$ cat config.mk
export PLATFORM = sky130hd
export DESIGN_NAME = uart_8250_register_file_top
export DESIGN_NICKNAME = d
export VERILOG_FILES = /design/src/rtl/u8250rf_pkg.sv /design/src/rtl/uart_8250_register_file_top.sv /design/src/rtl/u8250rf_core.sv
export SDC_FILE = /design/constraint.sdc
export NUM_CORES = 1
export LEC_CHECK = 0
export BUFFER_PORTS_ARGS = -buffer_cell sky130_fd_sc_hd__clkbuf_2
export CAP_MARGIN = 20
export CORE_MARGIN = 2
export CORE_UTILIZATION = 40
export CTS_CLUSTER_DIAMETER = 200
export CTS_CLUSTER_SIZE = 28
export DETAILED_ROUTE_END_ITERATION = 16
export HOLD_SLACK_MARGIN = 0.08
export PLACE_DENSITY_LB_ADDON = 0.25
export SYNTH_ARGS = -nofsm -noshare
export SYNTH_HDL_FRONTEND = slang
export SYNTH_SLANG_ARGS = --single-unit
$ cat constraint.sdc
create_clock -name clk_i -period 3.2 [get_ports clk_i]
set_input_delay 0.48 -clock clk_i [delete_from_list [all_inputs] [get_ports clk_i]]
set_output_delay 0.48 -clock clk_i [all_outputs]
set_load 0.03 [all_outputs]
$ cat src/rtl/u8250rf_pkg.sv
// Shared types and constants for the 8250 UART register file.
package u8250rf_pkg;

  typedef enum logic [1:0] {
    CMD_READ  = 2'd0,
    CMD_WRITE = 2'd1,
    CMD_RX    = 2'd2,
    CMD_NONE  = 2'd3
  } cmd_e;

  typedef enum logic [2:0] {
    PORT_DATA = 3'd0,
    PORT_IER  = 3'd1,
    PORT_IIR  = 3'd2,
    PORT_LCR  = 3'd3,
    PORT_MCR  = 3'd4,
    PORT_LSR  = 3'd5,
    PORT_MSR  = 3'd6,
    PORT_SCR  = 3'd7
  } port_e;

  localparam logic [7:0] LSR_RESET   = 8'h60;
  localparam logic [7:0] LSR_KEEP    = 8'he1;
  localparam logic [7:0] MSR_KEEP    = 8'hf0;
  localparam logic [7:0] IIR_VALUE   = 8'h01;
  localparam logic [7:0] IDLE_DATA   = 8'hff;

  localparam int unsigned LCR_DLAB    = 7;
  localparam int unsigned LSR_DR      = 0;
  localparam int unsigned LSR_OE      = 1;
  localparam int unsigned LSR_THRE    = 5;
  localparam int unsigned LSR_TEMT    = 6;
  localparam int unsigned MCR_LOOP    = 4;

  typedef struct packed {
    cmd_e        cmd;
    logic [2:0]  port;
    logic [7:0]  data;
    logic        tx_acc;
  } item_t;

  typedef struct packed {
    logic [7:0]  read_data;
    logic        tx_valid;
    logic [7:0]  tx_byte;
  } result_t;

endpackage

$ cat src/rtl/uart_8250_register_file_top.sv
// Top level of the 8250 UART register file: command port, input register and core.
//
// Each item (bus read, bus write or received byte) is taken when start_i is high
// and busy_o is low; busy_o stays low, so one item can be issued every clock.
// The item is held in the input register, then passes through the register-access
// logic into the result register; the result is on the ports for exactly one cycle
// with valid_o high. Items are answered in order, one result each, and the receiver
// must take results when they come. A read returns the register on read_data_o
// (0xff for writes and received bytes); a data write with the divisor latch bit
// clear shows the byte on tx_byte_o with tx_valid_o high. Status side effects of
// an item are visible to the next item.
module uart_8250_register_file_top import u8250rf_pkg::*; (
  input  logic       clk_i,
  input  logic       rst_ni,
  input  logic       start_i,
  output logic       busy_o,
  input  logic [1:0] command_i,
  input  logic [2:0] port_i,
  input  logic [7:0] data_i,
  input  logic       tx_accepted_i,
  output logic       valid_o,
  output logic [7:0] read_data_o,
  output logic       tx_valid_o,
  output logic [7:0] tx_byte_o
);

  logic    in_valid_q;
  item_t   in_q, in_d;
  logic    res_valid;
  result_t res;
  logic    accept;

  assign busy_o = 1'b0;
  assign accept = start_i && !busy_o;

  assign in_d.cmd    = cmd_e'(command_i);
  assign in_d.port   = port_i;
  assign in_d.data   = data_i;
  assign in_d.tx_acc = tx_accepted_i;

  always_ff @(posedge clk_i or negedge rst_ni) begin
    if (!rst_ni) begin
      in_valid_q <= 1'b0;
    end else begin
      in_valid_q <= accept;
    end
  end

  always_ff @(posedge clk_i) begin
    if (accept) begin
      in_q <= in_d;
    end
  end

  u8250rf_core u_core (
    .clk_i        (clk_i),
    .rst_ni       (rst_ni),
    .item_valid_i (in_valid_q),
    .item_i       (in_q),
    .res_valid_o  (res_valid),
    .res_o        (res)
  );

  assign valid_o     = res_valid;
  assign read_data_o = res.read_data;
  assign tx_valid_o  = res.tx_valid;
  assign tx_byte_o   = res.tx_byte;

endmodule

$ cat src/rtl/u8250rf_core.sv
// Register state, access side effects and result register of the UART register file.
module u8250rf_core import u8250rf_pkg::*; (
  input  logic    clk_i,
  input  logic    rst_ni,
  input  logic    item_valid_i,
  input  item_t   item_i,
  output logic    res_valid_o,
  output result_t res_o
);

  logic [7:0] rbr_q, rbr_d;
  logic [7:0] dll_q, dll_d;
  logic [7:0] dlm_q, dlm_d;
  logic [7:0] ier_q, ier_d;
  logic [7:0] lcr_q, lcr_d;
  logic [7:0] mcr_q, mcr_d;
  logic [7:0] lsr_q, lsr_d;
  logic [7:0] msr_q, msr_d;
  logic [7:0] scr_q, scr_d;

  logic    res_valid_q;
  result_t res_q, res_d;

  logic       dlab;
  logic [7:0] lsr_rd;
  logic [7:0] msr_rd;
  logic [7:0] mcr_hi;
  logic [7:0] msr_x;

  assign dlab   = lcr_q[LCR_DLAB];
  assign lsr_rd = lsr_q | (8'h01 << LSR_THRE);
  // loopback folds modem control outputs into the status inputs
  assign mcr_hi = {mcr_q[3:0], 4'h0};
  assign msr_x  = msr_q ^ mcr_hi;
  assign msr_rd = mcr_q[MCR_LOOP] ? ({4'h0, msr_x[7:4]} | mcr_hi) : msr_q;

  always_comb begin
    rbr_d = rbr_q;
    dll_d = dll_q;
    dlm_d = dlm_q;
    ier_d = ier_q;
    lcr_d = lcr_q;
    mcr_d = mcr_q;
    lsr_d = lsr_q;
    msr_d = msr_q;
    scr_d = scr_q;
    res_d.read_data = IDLE_DATA;
    res_d.tx_valid  = 1'b0;
    res_d.tx_byte   = 8'h00;
    if (item_valid_i) begin
      unique case (item_i.cmd)
        CMD_READ: begin
          unique case (port_e'(item_i.port))
            PORT_DATA: begin
              if (dlab) begin
                res_d.read_data = dll_q;
              end else begin
                res_d.read_data = rbr_q;
                lsr_d[LSR_DR]   = 1'b0;
              end
            end
            PORT_IER: res_d.read_data = dlab ? dlm_q : ier_q;
            PORT_IIR: res_d.read_data = IIR_VALUE;
            PORT_LCR: res_d.read_data = lcr_q;
            PORT_MCR: res_d.read_data = mcr_q;
            PORT_LSR: begin
              res_d.read_data = lsr_rd;
              lsr_d           = lsr_rd & LSR_KEEP;
            end
            PORT_MSR: begin
              res_d.read_data = msr_rd;
              msr_d           = msr_rd & MSR_KEEP;
            end
            PORT_SCR: res_d.read_data = scr_q;
            default:  res_d.read_data = IDLE_DATA;
          endcase
        end
        CMD_WRITE: begin
          unique case (port_e'(item_i.port))
            PORT_DATA: begin
              if (dlab) begin
                dll_d = item_i.data;
              end else begin
                res_d.tx_valid = 1'b1;
                res_d.tx_byte  = item_i.data;
                if (item_i.tx_acc) lsr_d[LSR_TEMT] = 1'b0;
              end
            end
            PORT_IER: begin
              if (dlab) dlm_d = item_i.data;
              else      ier_d = item_i.data;
            end
            PORT_LCR: lcr_d = item_i.data;
            PORT_MCR: mcr_d = item_i.data;
            PORT_SCR: scr_d = item_i.data;
            default: ;
          endcase
        end
        CMD_RX: begin
          rbr_d         = item_i.data;
          lsr_d[LSR_OE] = lsr_q[LSR_OE] | lsr_q[LSR_DR];
          lsr_d[LSR_DR] = 1'b1;
        end
        default: ;
      endcase
    end
  end

  always_ff @(posedge clk_i or negedge rst_ni) begin
    if (!rst_ni) begin
      rbr_q       <= 8'h00;
      dll_q       <= 8'h00;
      dlm_q       <= 8'h00;
      ier_q       <= 8'h00;
      lcr_q       <= 8'h00;
      mcr_q       <= 8'h00;
      lsr_q       <= LSR_RESET;
      msr_q       <= 8'h00;
      scr_q       <= 8'h00;
      res_valid_q <= 1'b0;
    end else begin
      rbr_q       <= rbr_d;
      dll_q       <= dll_d;
      dlm_q       <= dlm_d;
      ier_q       <= ier_d;
      lcr_q       <= lcr_d;
      mcr_q       <= mcr_d;
      lsr_q       <= lsr_d;
      msr_q       <= msr_d;
      scr_q       <= scr_d;
      res_valid_q <= item_valid_i;
    end
  end

  always_ff @(posedge clk_i) begin
    res_q <= res_d;
  end

  assign res_valid_o = res_valid_q;
  assign res_o       = res_q;

`ifndef NO_ASSERTIONS
  // transmitter-empty is only restored by reset
  a_temt_sticky: assert property (@(posedge clk_i) disable iff (!rst_ni)
    !lsr_q[LSR_TEMT] |=> !lsr_q[LSR_TEMT])
    else $error("transmitter-empty set again without reset");

  // holding-empty never clears once set
  a_thre_sticky: assert property (@(posedge clk_i) disable iff (!rst_ni)
    lsr_q[LSR_THRE] |=> lsr_q[LSR_THRE])
    else $error("holding-empty cleared");

  a_one_result: assert property (@(posedge clk_i) disable iff (!rst_ni)
    item_valid_i |=> res_valid_q)
    else $error("item produced no result");

  a_tx_no_read: assert property (@(posedge clk_i) disable iff (!rst_ni)
    (res_valid_q && res_q.tx_valid) |-> (res_q.read_data == IDLE_DATA))
    else $error("transmit item returned read data");

  // a received byte always leaves data-ready set
  a_rx_ready: assert property (@(posedge clk_i) disable iff (!rst_ni)
    (item_valid_i && item_i.cmd == CMD_RX) |=> lsr_q[LSR_DR])
    else $error("data-ready not set after receive");
`endif

endmodule
Yosys cells after proc, flatten, opt, wreduce, memory -nomap -nowiden. Cells that the tools add are included.

Multiplexer cells: 13. Reduce and logical (&&, ||, !) cells: 17. Bitwise operators: 8. Eq/ne operators: 12.

Operators by type and width (number): 8-bit one-hot mux with 8 select lines (1); 8-bit 2-to-1 mux (3); 3-bit AND reduction (6); 4-bit AND reduction (4); 3-bit == test (second input constant) (4); 9-bit 2-to-1 mux (1); 4-bit by 8-bit OR with 8-bit output (1); 8-bit XOR (1); 3-bit by 2-bit == test with 1-bit output (second input constant) (2); 1-bit 2-to-1 mux (6); 2-bit != test (second input constant) (3); 6-bit AND reduction (1); 1-bit NOT (5); 2-bit one-hot mux with 2 select lines (1); 2-bit AND reduction (2); 4-bit OR reduction (1); 3-bit by 1-bit == test with 1-bit output (second input constant) (1); 3-bit zero test (1); 2-bit by 1-bit == test with 1-bit output (second input constant) (1); 2-bit == test (second input constant) (1); 2-bit zero test (1); 1-bit one-hot mux with 2 select lines (1); 2-bit nonzero test (1); 1-bit OR (1).

Register bits after elaboration: 96. Word-level logic and storage cells: 70. Input port bits: 17.

Longest topological paths before layout. Gate-level depths: netlist of the first run.

Word-level depth: 4. Depth in mapped cells: 6. Depth with buffers taken out: 4.

Hierarchy. From an unflattened synthesis of the first run, not the netlist that was laid out.

Cell total of the unflattened synthesis: 290. Area total of the unflattened synthesis: 4095.2 µm².

Modules (own cells, without submodules): u8250rf_core (cells an instance 273, area an instance 3638.5 µm², instances 1); uart_8250_register_file_top (cells an instance 17, area an instance 456.7 µm², instances 1).

Worst setup path before layout of the first run. Ideal clock, no wire load.

Kind: reg2reg. Start point: reg u_core.mcr_q[4]. End point: reg u_core.res_q (netlist bit u_core.res_o[14]). Period minus slack after synthesis: 1.686 ns. Data arrival time: 1.562 ns. Library setup time: 0.124 ns. Stages on the path, launching flop included: 6. Path slack: 1.514 ns. Path buffers: 1. Required time: 3.076 ns. Cell sequence: dfrtp_1 > buf_6 > mux2_4 > mux2_2 > a22o_1 > a2111o_1.

Cells in the longest elaborated chain, start to end: 2.

RTL lines: start, declared (line u8250rf_core.sv:16) `logic [7:0] mcr_q, mcr_d;`; start signal, assigned (line u8250rf_core.sv:127) `mcr_q <= mcr_d;`; 8-bit 2-to-1 mux (line u8250rf_core.sv:35) `assign msr_rd = mcr_q[MCR_LOOP] ? ({4'h0, msr_x[7:4]} | mcr_hi) : msr_q;`; 8-bit one-hot mux with 8 select lines (line u8250rf_core.sv:53) `unique case (port_e'(item_i.port))`; end signal, assigned (line u8250rf_core.sv:136) `res_q <= res_d;`; end, declared (line u8250rf_core.sv:22) `result_t res_q, res_d;`.

Every way passes these cells. A chain may end at the register's enable or synchronous reset.

Worst setup path in the final report of the first run.
Start point: reg in_q[11] (netlist bit). End point: reg u_core.ier_q[2].

Cells in the longest elaborated chain, start to end: 2.

RTL lines: start, declared (line uart_8250_register_file_top.sv:28) `item_t in_q, in_d;`; start signal, assigned (line uart_8250_register_file_top.sv:51) `in_q <= in_d;`; 3-bit by 1-bit == test with 1-bit output (line u8250rf_core.sv:79) `unique case (port_e'(item_i.port))`; 4-bit AND reduction (no source line); end signal, assigned (line u8250rf_core.sv:125) `ier_q <= ier_d;`; end, declared (line u8250rf_core.sv:14) `logic [7:0] ier_q, ier_d;`.

Every way passes these cells.

==> results of run 1 <==
-- worst register-to-register path: cells and delay by family (launching register included) --
family        cells  cell delay (ps)
simple gates      3             1270
flops             1              570
mux               1              420
-- routing by layer --
layer | vias to the layer above | GRT usage, %
met3 | 12 | 3.822
met2 | 64 | 23.50
met5 | - | 0
met1 | 1218 | 22.65
li1 | 1143 | -
met4 | 0 | 6.757
-- logic make-up (layout without fill, tap and decap cells) --
family	Yosys count	in the layout
flops	96	96
mux	82	82
simple gates	65	65
compound gates	34	34
buf+inv	20	58
xor+xnor	4	4
other cells	1	1
-- power groups by stage --
stage	Clock [µW]	Combinational [µW]	Sequential [µW]
after floorplan	0	371	1550
after global placement	0	447	1610
after detailed placement	0	451	1620
after CTS	975	454	1590
after global routing	1020	493	1620
final	952	450	1590
-- per-stage QoR --
| stage | setup WS (ps) | utilization (%) | instance area [µm²] |
|---|---|---|---|
| floorplan | 1514 | - | 4003 |
| global route | 716.5 | 46.54 | 4528 |
| global placement | 842.7 | 44.03 | 4284 |
| detailed placement | 868.3 | 44.03 | 4284 |
| CTS | 844.7 | 46.54 | 4528 |
| finish | 829.4 | 46.54 | 4528 |
-- layout make-up --
| type | count | area (µm²) |
|---|---|---|
| clock buffer | 9 | 123.9 |
| clock inverter | 7 | 120.1 |
| fill | 895 | 5201 |
| inverter | 4 | 15.01 |
| multi-input combinational | 186 | 1514 |
| sequential | 96 | 2389 |
| tap | 133 | 166.4 |
| timing repair buffer | 38 | 200.2 |
-- cell usage in the layout, fill, tap and decap left out, types with 4 or more instances in the layout --
| cell | n |
|---|---|
| dfrtp_1 | 64 |
| mux2_2 | 52 |
| clkbuf_2 | 34 |
| nand2_1 | 19 |
| mux2i_1 | 17 |
| dfxtp_1 | 17 |
| edfxtp_1 | 14 |
| nor2_1 | 13 |
| mux2_1 | 11 |
| o21ai_0 | 10 |
| and2_1 | 9 |
| clkbuf_8 | 9 |
| nand3_1 | 6 |
| a21oi_1 | 5 |
| inv_1 | 4 |
| a22o_1 | 4 |
| xnor2_1 | 4 |
| buf_4 | 4 |
-- worst paths after layout --
check / start / endpoint
max: in_q[11]$_DFFE_PP_ / u_core.ier_q[2]$_DFFE_PN0P_
min: data_i[2] / in_q[3]$_DFFE_PP_
max reg2reg: in_q[11]$_DFFE_PP_ / u_core.ier_q[2]$_DFFE_PN0P_
min reg2reg: in_q[0]$_DFFE_PP_ / u_core.lsr_q[6]$_DFFE_PN1P_
max in group asynchronous: rst_ni / u_core.lsr_q[0]$_DFFE_PN0P_
min in group asynchronous: rst_ni / u_core.scr_q[6]$_DFFE_PN0P_
==> flow_summary_export.csv, run 1 <==
group,metric,value,unit
detailed_routing,detail_route.first_pass.iterations,4,
timing,tns,0,ps
setup_path,cp_num_cells,4,
power_and_ir_drop,power.share.clock,31.8,%
clock_tree,cts_tree,"yes",
synthesis,synth-adder-area-share,0,%
clock_tree,post_cts_buffers,0,
setup_path,crit_chain,"nor2b_1, nor3b_1, nand2b_1, mux2_1",
clock_tree,ctsHoldBuffers,0,
power_and_ir_drop,power_frac_comb,15.0,%
detailed_routing,routed_wl,8206,µm
detailed_routing,viasPerCell,5.152,
power_and_ir_drop,p_sw_share,26.59,%
synthesis,yosysSeqAreaShare,59.67,%
timing,fin_worst_skew,7.591,ps
cells_and_area,largest_register_ffs,17,
detailed_routing,dr_wl_met3,379,µm
die,start_util,41.14,%
clock_tree,cts-root-buf,"clkbuf_8",
timing,rsz0062_at_grt,"false",
power_and_ir_drop,leakagePower,0.001971,µW
timing,relSlewSlack,36.06,%
synthesis,synth_area_leaders,"dfrtp_1 (40%), mux2_2 (15%), edfxtp_1 (11%), dfxtp_1 (8.5%), mux2i_1 (4.3%)",
global_routing,grt_pass1_wl,13150,µm
setup_path,critPathBufInv,0,
worst_hold_path,holdPathStages,1,
synthesis,synth_area_leader_cell,"dfrtp_1",
synthesis,synth_compound_area_share,5.658,%
synthesis,ys_ff_latch,96,
detailed_routing,ant_nets,0,
setup_path,crit_path_start_kind,"register",
cells_and_area,drive_gt1_share,32.94,%
synthesis,yosysWarnings,0,
detailed_routing,vias,2437,
detailed_routing,drc,0,
clock_tree,numCtsBuffers,9,
timing,hold-worst-slack,280.2,ps
synthesis,synth_commonest_cells,"dfrtp_1 (64), mux2_2 (52), nand2_1 (19)",
worst_hold_path,hold_path.class,"input pin to register",
timing,final.period_utilization,74.08,%
synthesis,yosys.area_share.simple,8.284,%
synthesis,syn_nets,319,
clock_tree,post_cts_resized,0,
power_and_ir_drop,power.total,2995,µW
setup_path,rr_worst_depth,4,
timing,fmax,421.8,MHz
synthesis,synth_mux_area_share,22.91,%
synthesis,synth_top_area_share,40.01,%
global_routing,antenna_found_initial,0,
power_and_ir_drop,switchingPower,796.3,µW
clock_tree,max-clock-path-buffers,2,
synthesis,yosys_most_used_dff,"dfrtp_1",
power_and_ir_drop,p_seq_share,53.2,%
synthesis,syn_area_per_cell,13.25,µm²
clock_tree,clk_pin_slew,90,ps
placed_design,numPortBuffers,34,
synthesis,synth_top_family_by_area,"multiplexers",
synthesis,syn_inst,302,
die,die_area,10820,µm²
timing,worst_slew_pin_slew,959.0,ps
synthesis,synth.most_common_cell,"dfrtp_1",
global_routing,grt_max_degree,66,
setup_path,critPathKind,"register to register",
die,row_count,36,
timing,finalCriticalPeriod,2371,ps
cells_and_area,fin_nets,352,
global_routing,grt.overflow.total,0,
detailed_routing,dr_wl_met2,3722,µm
detailed_routing,drt_iter0_drc,92,
global_routing,grt_pass1_vias,2409,
die,io_pins,36,
setup_path,critical_path.slowest_cell,"nor2b_1",
placed_design,place_congestion,0.8442,
timing,slew_viol_final,0,
detailed_routing,top_layer_used,"met4",
power_and_ir_drop,ir_worst_vdd,0.2578,mV
clock_tree,cts_sinks,96,
setup_path,critPathMaxStageDelay,600,ps
clock_tree,clk_latency,370,ps
setup_path,rrSetupSlack,830,ps
clock_tree,cts-htree-levels,3,
cells_and_area,diodes,0,
status,outcome,"finished, final reports clean",
synthesis,synth_edf_count,14,
setup_path,cp.required,3450,ps
cells_and_area,instances_no_fill,473,
synthesis,synth_area,4003,µm²
global_routing,track_usage,15.98,%
die,die_w,104.0,µm
cells_and_area,area_growth,13.13,%
power_and_ir_drop,cellPowerDensity,661.3,nW/µm²
synthesis,async_reset_ff_share,67.71,%
detailed_routing,wl_met1,3983,µm
die,die_y,104.0,µm
timing,finalSetupViolCount,0,
setup_path,worst-path-max-fanout,12,
setup_path,cp_data_arrival_time,2620,ps
placed_design,hpwl,5378,µm
power_and_ir_drop,intPower,2198,µW
setup_path,end_kind,"register",
setup_path,cp_top_family,"simple AND/OR/NAND/NOR gates",
placed_design,placedCellCount,457,
timing,hold_violations,0,
die,core,9729,µm²
job,cap_violations,0,
synthesis,yosysUniqueCellTypes,46,
detailed_routing,post_drt_wl_per_cell,17.35,µm
synthesis,synth_xor_area_share,0.8753,%
No activity file was read; power rests on OpenSTA's default activity.
==> inputs of run 2 (changes only) <==
--- a/config.mk
+++ b/config.mk
@@ -5,6 +5,7 @@
 export SDC_FILE = /design/constraint.sdc
 export NUM_CORES = 1
 export LEC_CHECK = 0
+export ABC_AREA = 1
 export BUFFER_PORTS_ARGS = -buffer_cell sky130_fd_sc_hd__clkbuf_2
 export CAP_MARGIN = 20
 export CORE_MARGIN = 2
==> constraint.sdc (replaced) <==
create_clock -name clk_i -period 2 [get_ports clk_i]
set_input_delay 0.3 -clock clk_i [delete_from_list [all_inputs] [get_ports clk_i]]
set_output_delay 0.3 -clock clk_i [all_outputs]
set_load 0.03 [all_outputs]
==> flow_summary_export.csv, run 2 <==
group,metric,value,unit
status,outcome,"finished, final reports clean",
detailed_routing,ant_nets,0,
synthesis,synth_area_leaders,"dfrtp_1 (39%), nand2_1 (14%), edfxtp_1 (10%), dfxtp_1 (8.2%), o21ai_1 (4.3%)",
timing,hold-worst-slack,103.8,ps
synthesis,synth_top_family_by_area,"simple AND/OR/NAND/NOR gates",
timing,fmax,603.7,MHz
detailed_routing,routed_wl,9598,µm
timing,finalSetupViolCount,0,
synthesis,yosys_most_used_dff,"dfrtp_1",
synthesis,synth_edf_count,14,
global_routing,track_usage,18.52,%
setup_path,end_kind,"register",
placed_design,place_congestion,0.8819,
timing,relSlewSlack,58.75,%
clock_tree,numCtsBuffers,9,
synthesis,yosysWarnings,0,
die,die_area,11220,µm²
cells_and_area,mostFrequentLayoutCell,"nand2_1",
clock_tree,cts-root-buf,"clkbuf_8",
die,die_w,105.9,µm
placed_design,hpwl,6604,µm
timing,final.period_utilization,82.82,%
timing,worst_slew_pin_slew,618.7,ps
cells_and_area,multi_input_area,1504,µm²
detailed_routing,detail_route.first_pass.iterations,5,
synthesis,synth.most_common_cell,"nand2_1",
timing,fin_worst_skew,4.941,ps
synthesis,synth-adder-area-share,0,%
clock_tree,clk_pin_slew,90,ps
job,cap_violations,0,
worst_hold_path,hold_path.class,"input pin to register",
cells_and_area,largest_register_ffs,17,
synthesis,synth_xor_area_share,0.4217,%
cells_and_area,regArea,2389,µm²
synthesis,async_reset_ff_share,67.71,%
global_routing,grt_pass1_vias,2980,
synthesis,syn_area_per_cell,8.914,µm²
cells_and_area,fin_nets,515,
clock_tree,max-clock-path-buffers,2,
clock_tree,post_cts_resized,0,
detailed_routing,viasPerCell,4.964,
setup_path,crit_path_start_kind,"register",
cells_and_area,fin_util,45.41,%
cells_and_area,drive_gt1_share,17.10,%
cells_and_area,area_growth,11.33,%
setup_path,cp_data_arrival_time,1900,ps
power_and_ir_drop,ir_worst_vdd,0.3578,mV
cells_and_area,final_cell_mix,"nand2_1 (157), dfrtp_1 (64), o21ai_1 (36)",
clock_tree,clk_latency,360,ps
clock_tree,cts_sinks,96,
global_routing,grt_pass1_wl,15730,µm
cells_and_area,nFillCells,1029,
synthesis,yosysUniqueCellTypes,31,
die,die_y,105.9,µm
timing,tns,0,ps
global_routing,grt.overflow.total,0,
cells_and_area,diodes,0,
die,core,10180,µm²
synthesis,synth_area_leader_cell,"dfrtp_1",
die,row_count,37,
power_and_ir_drop,leakagePower,0.002167,µW
detailed_routing,vias,3172,
power_and_ir_drop,cellPowerDensity,966.1,nW/µm²
setup_path,worst-path-max-fanout,16,
synthesis,yosys.area_share.simple,25.93,%
setup_path,cp.required,2240,ps
synthesis,yosysSeqAreaShare,57.50,%
timing,slew_viol_final,0,
die,start_util,40.79,%
timing,rsz0062_at_grt,"false",
synthesis,ys_ff_latch,96,
global_routing,grt_max_degree,26,
detailed_routing,drt_iter0_drc,207,
synthesis,syn_inst,466,
detailed_routing,post_drt_wl_per_cell,15.02,µm
synthesis,synth_mux_area_share,0,%
timing,finalCriticalPeriod,1656,ps
timing,hold_violations,0,
synthesis,synth_compound_area_share,9.759,%
synthesis,synth_area,4154,µm²
detailed_routing,drc,0,
global_routing,antenna_found_initial,0,
synthesis,synth_top_area_share,38.55,%
clock_tree,post_cts_buffers,0,
synthesis,synth_commonest_cells,"nand2_1 (157), dfrtp_1 (64), o21ai_1 (36)",
clock_tree,cts_tree,"yes",
setup_path,critPathKind,"register to register",
synthesis,syn_nets,483,
placed_design,numPortBuffers,34,
clock_tree,cts-htree-levels,3,
die,io_pins,36,
run 2: changes by cell type in the layout (fill, tap and decap cells not counted), moves of 15 or more:
cell / previous run / this run
inv_1: 4 / 24
mux2_2: 52 / 0
mux2i_1: 17 / 0
nand2_1: 19 / 157
nand3_1: 6 / 21
nand4_1: 1 / 16
nor2_1: 13 / 31
o21ai_1: 0 / 36
run 2: cell type report:
type | count | share of cell area (%)
sequential | 96 | 51.65
multi-input combinational | 318 | 32.52
tap | 136 | 3.680
timing repair buffer | 42 | 5.574
clock buffer | 9 | 2.679
clock inverter | 7 | 1.326
inverter | 31 | 2.570
run 2: cells by family (layout without fill, tap and decap cells):
family,after synthesis,count (layout)
flops,96,96
other cells,1,1
buf+inv,52,89
compound gates,74,74
xor+xnor,2,2
simple gates,241,241
run 2: worst max-delay path, stage by stage (launching register included):
cell and delay [ps]:
edfxtp_1 570, nor2_4 330, nand2_4 150, nor2_2 120, nand2_2 180, nand2_1 110
o21ai_1 60
run 2: worst paths after layout:
check / start / end / slack (ps) / depth (start not counted)
setup / recovery: in_q[9]$_DFFE_PP_ / u_core.dll_q[7]$_DFFE_PN0P_ / 340 / 6
hold / removal: data_i[6] / in_q[7]$_DFFE_PP_ / 100 / 1
setup reg to reg: in_q[9]$_DFFE_PP_ / u_core.dll_q[7]$_DFFE_PN0P_ / 340 / 6
hold reg to reg: in_valid_q$_DFF_PN0_ / u_core.res_valid_o$_DFF_PN0_ / 410 / 0
max in group asynchronous: rst_ni / u_core.dlm_q[2]$_DFFE_PN0P_ / 980 / 3
min in group asynchronous: rst_ni / u_core.mcr_q[7]$_DFFE_PN0P_ / 490 / 2
run 2: metrics by stage:
step / total power, µW / cells / setup WS [ps] / cell area (µm²)
floorplan: 3017 / 466 / 656.6 / 4154
global placement: 3253 / 622 / 403.1 / 4429
detailed placement: 3277 / 622 / 367.6 / 4429
CTS: 4498 / 639 / 353.8 / 4624
global route: 4747 / 639 / 180.7 / 4624
finish: 4468 / 639 / 343.6 / 4624
run 2: power by group:
part           internal (µW)  switching (µW)
Clock                    568             660
Combinational            266             512
Sequential              2260             201
run 2: timing repair:
item / 4_1_cts / 5_1_grt
setup endpoints to repair: 0 / 0
hold endpoints to repair: 17 / 0
hold buffers: 1 / 0
run 2: per-layer routing:
layer | global-route usage [%] | vias up | wire (µm)
met2 | 28.11 | 82 | 4365
met3 | 4.047 | 11 | 521
met5 | 0 | - | 0
li1 | - | 1583 | -
met4 | 6.015 | 0 | 152
met1 | 26.52 | 1496 | 4559
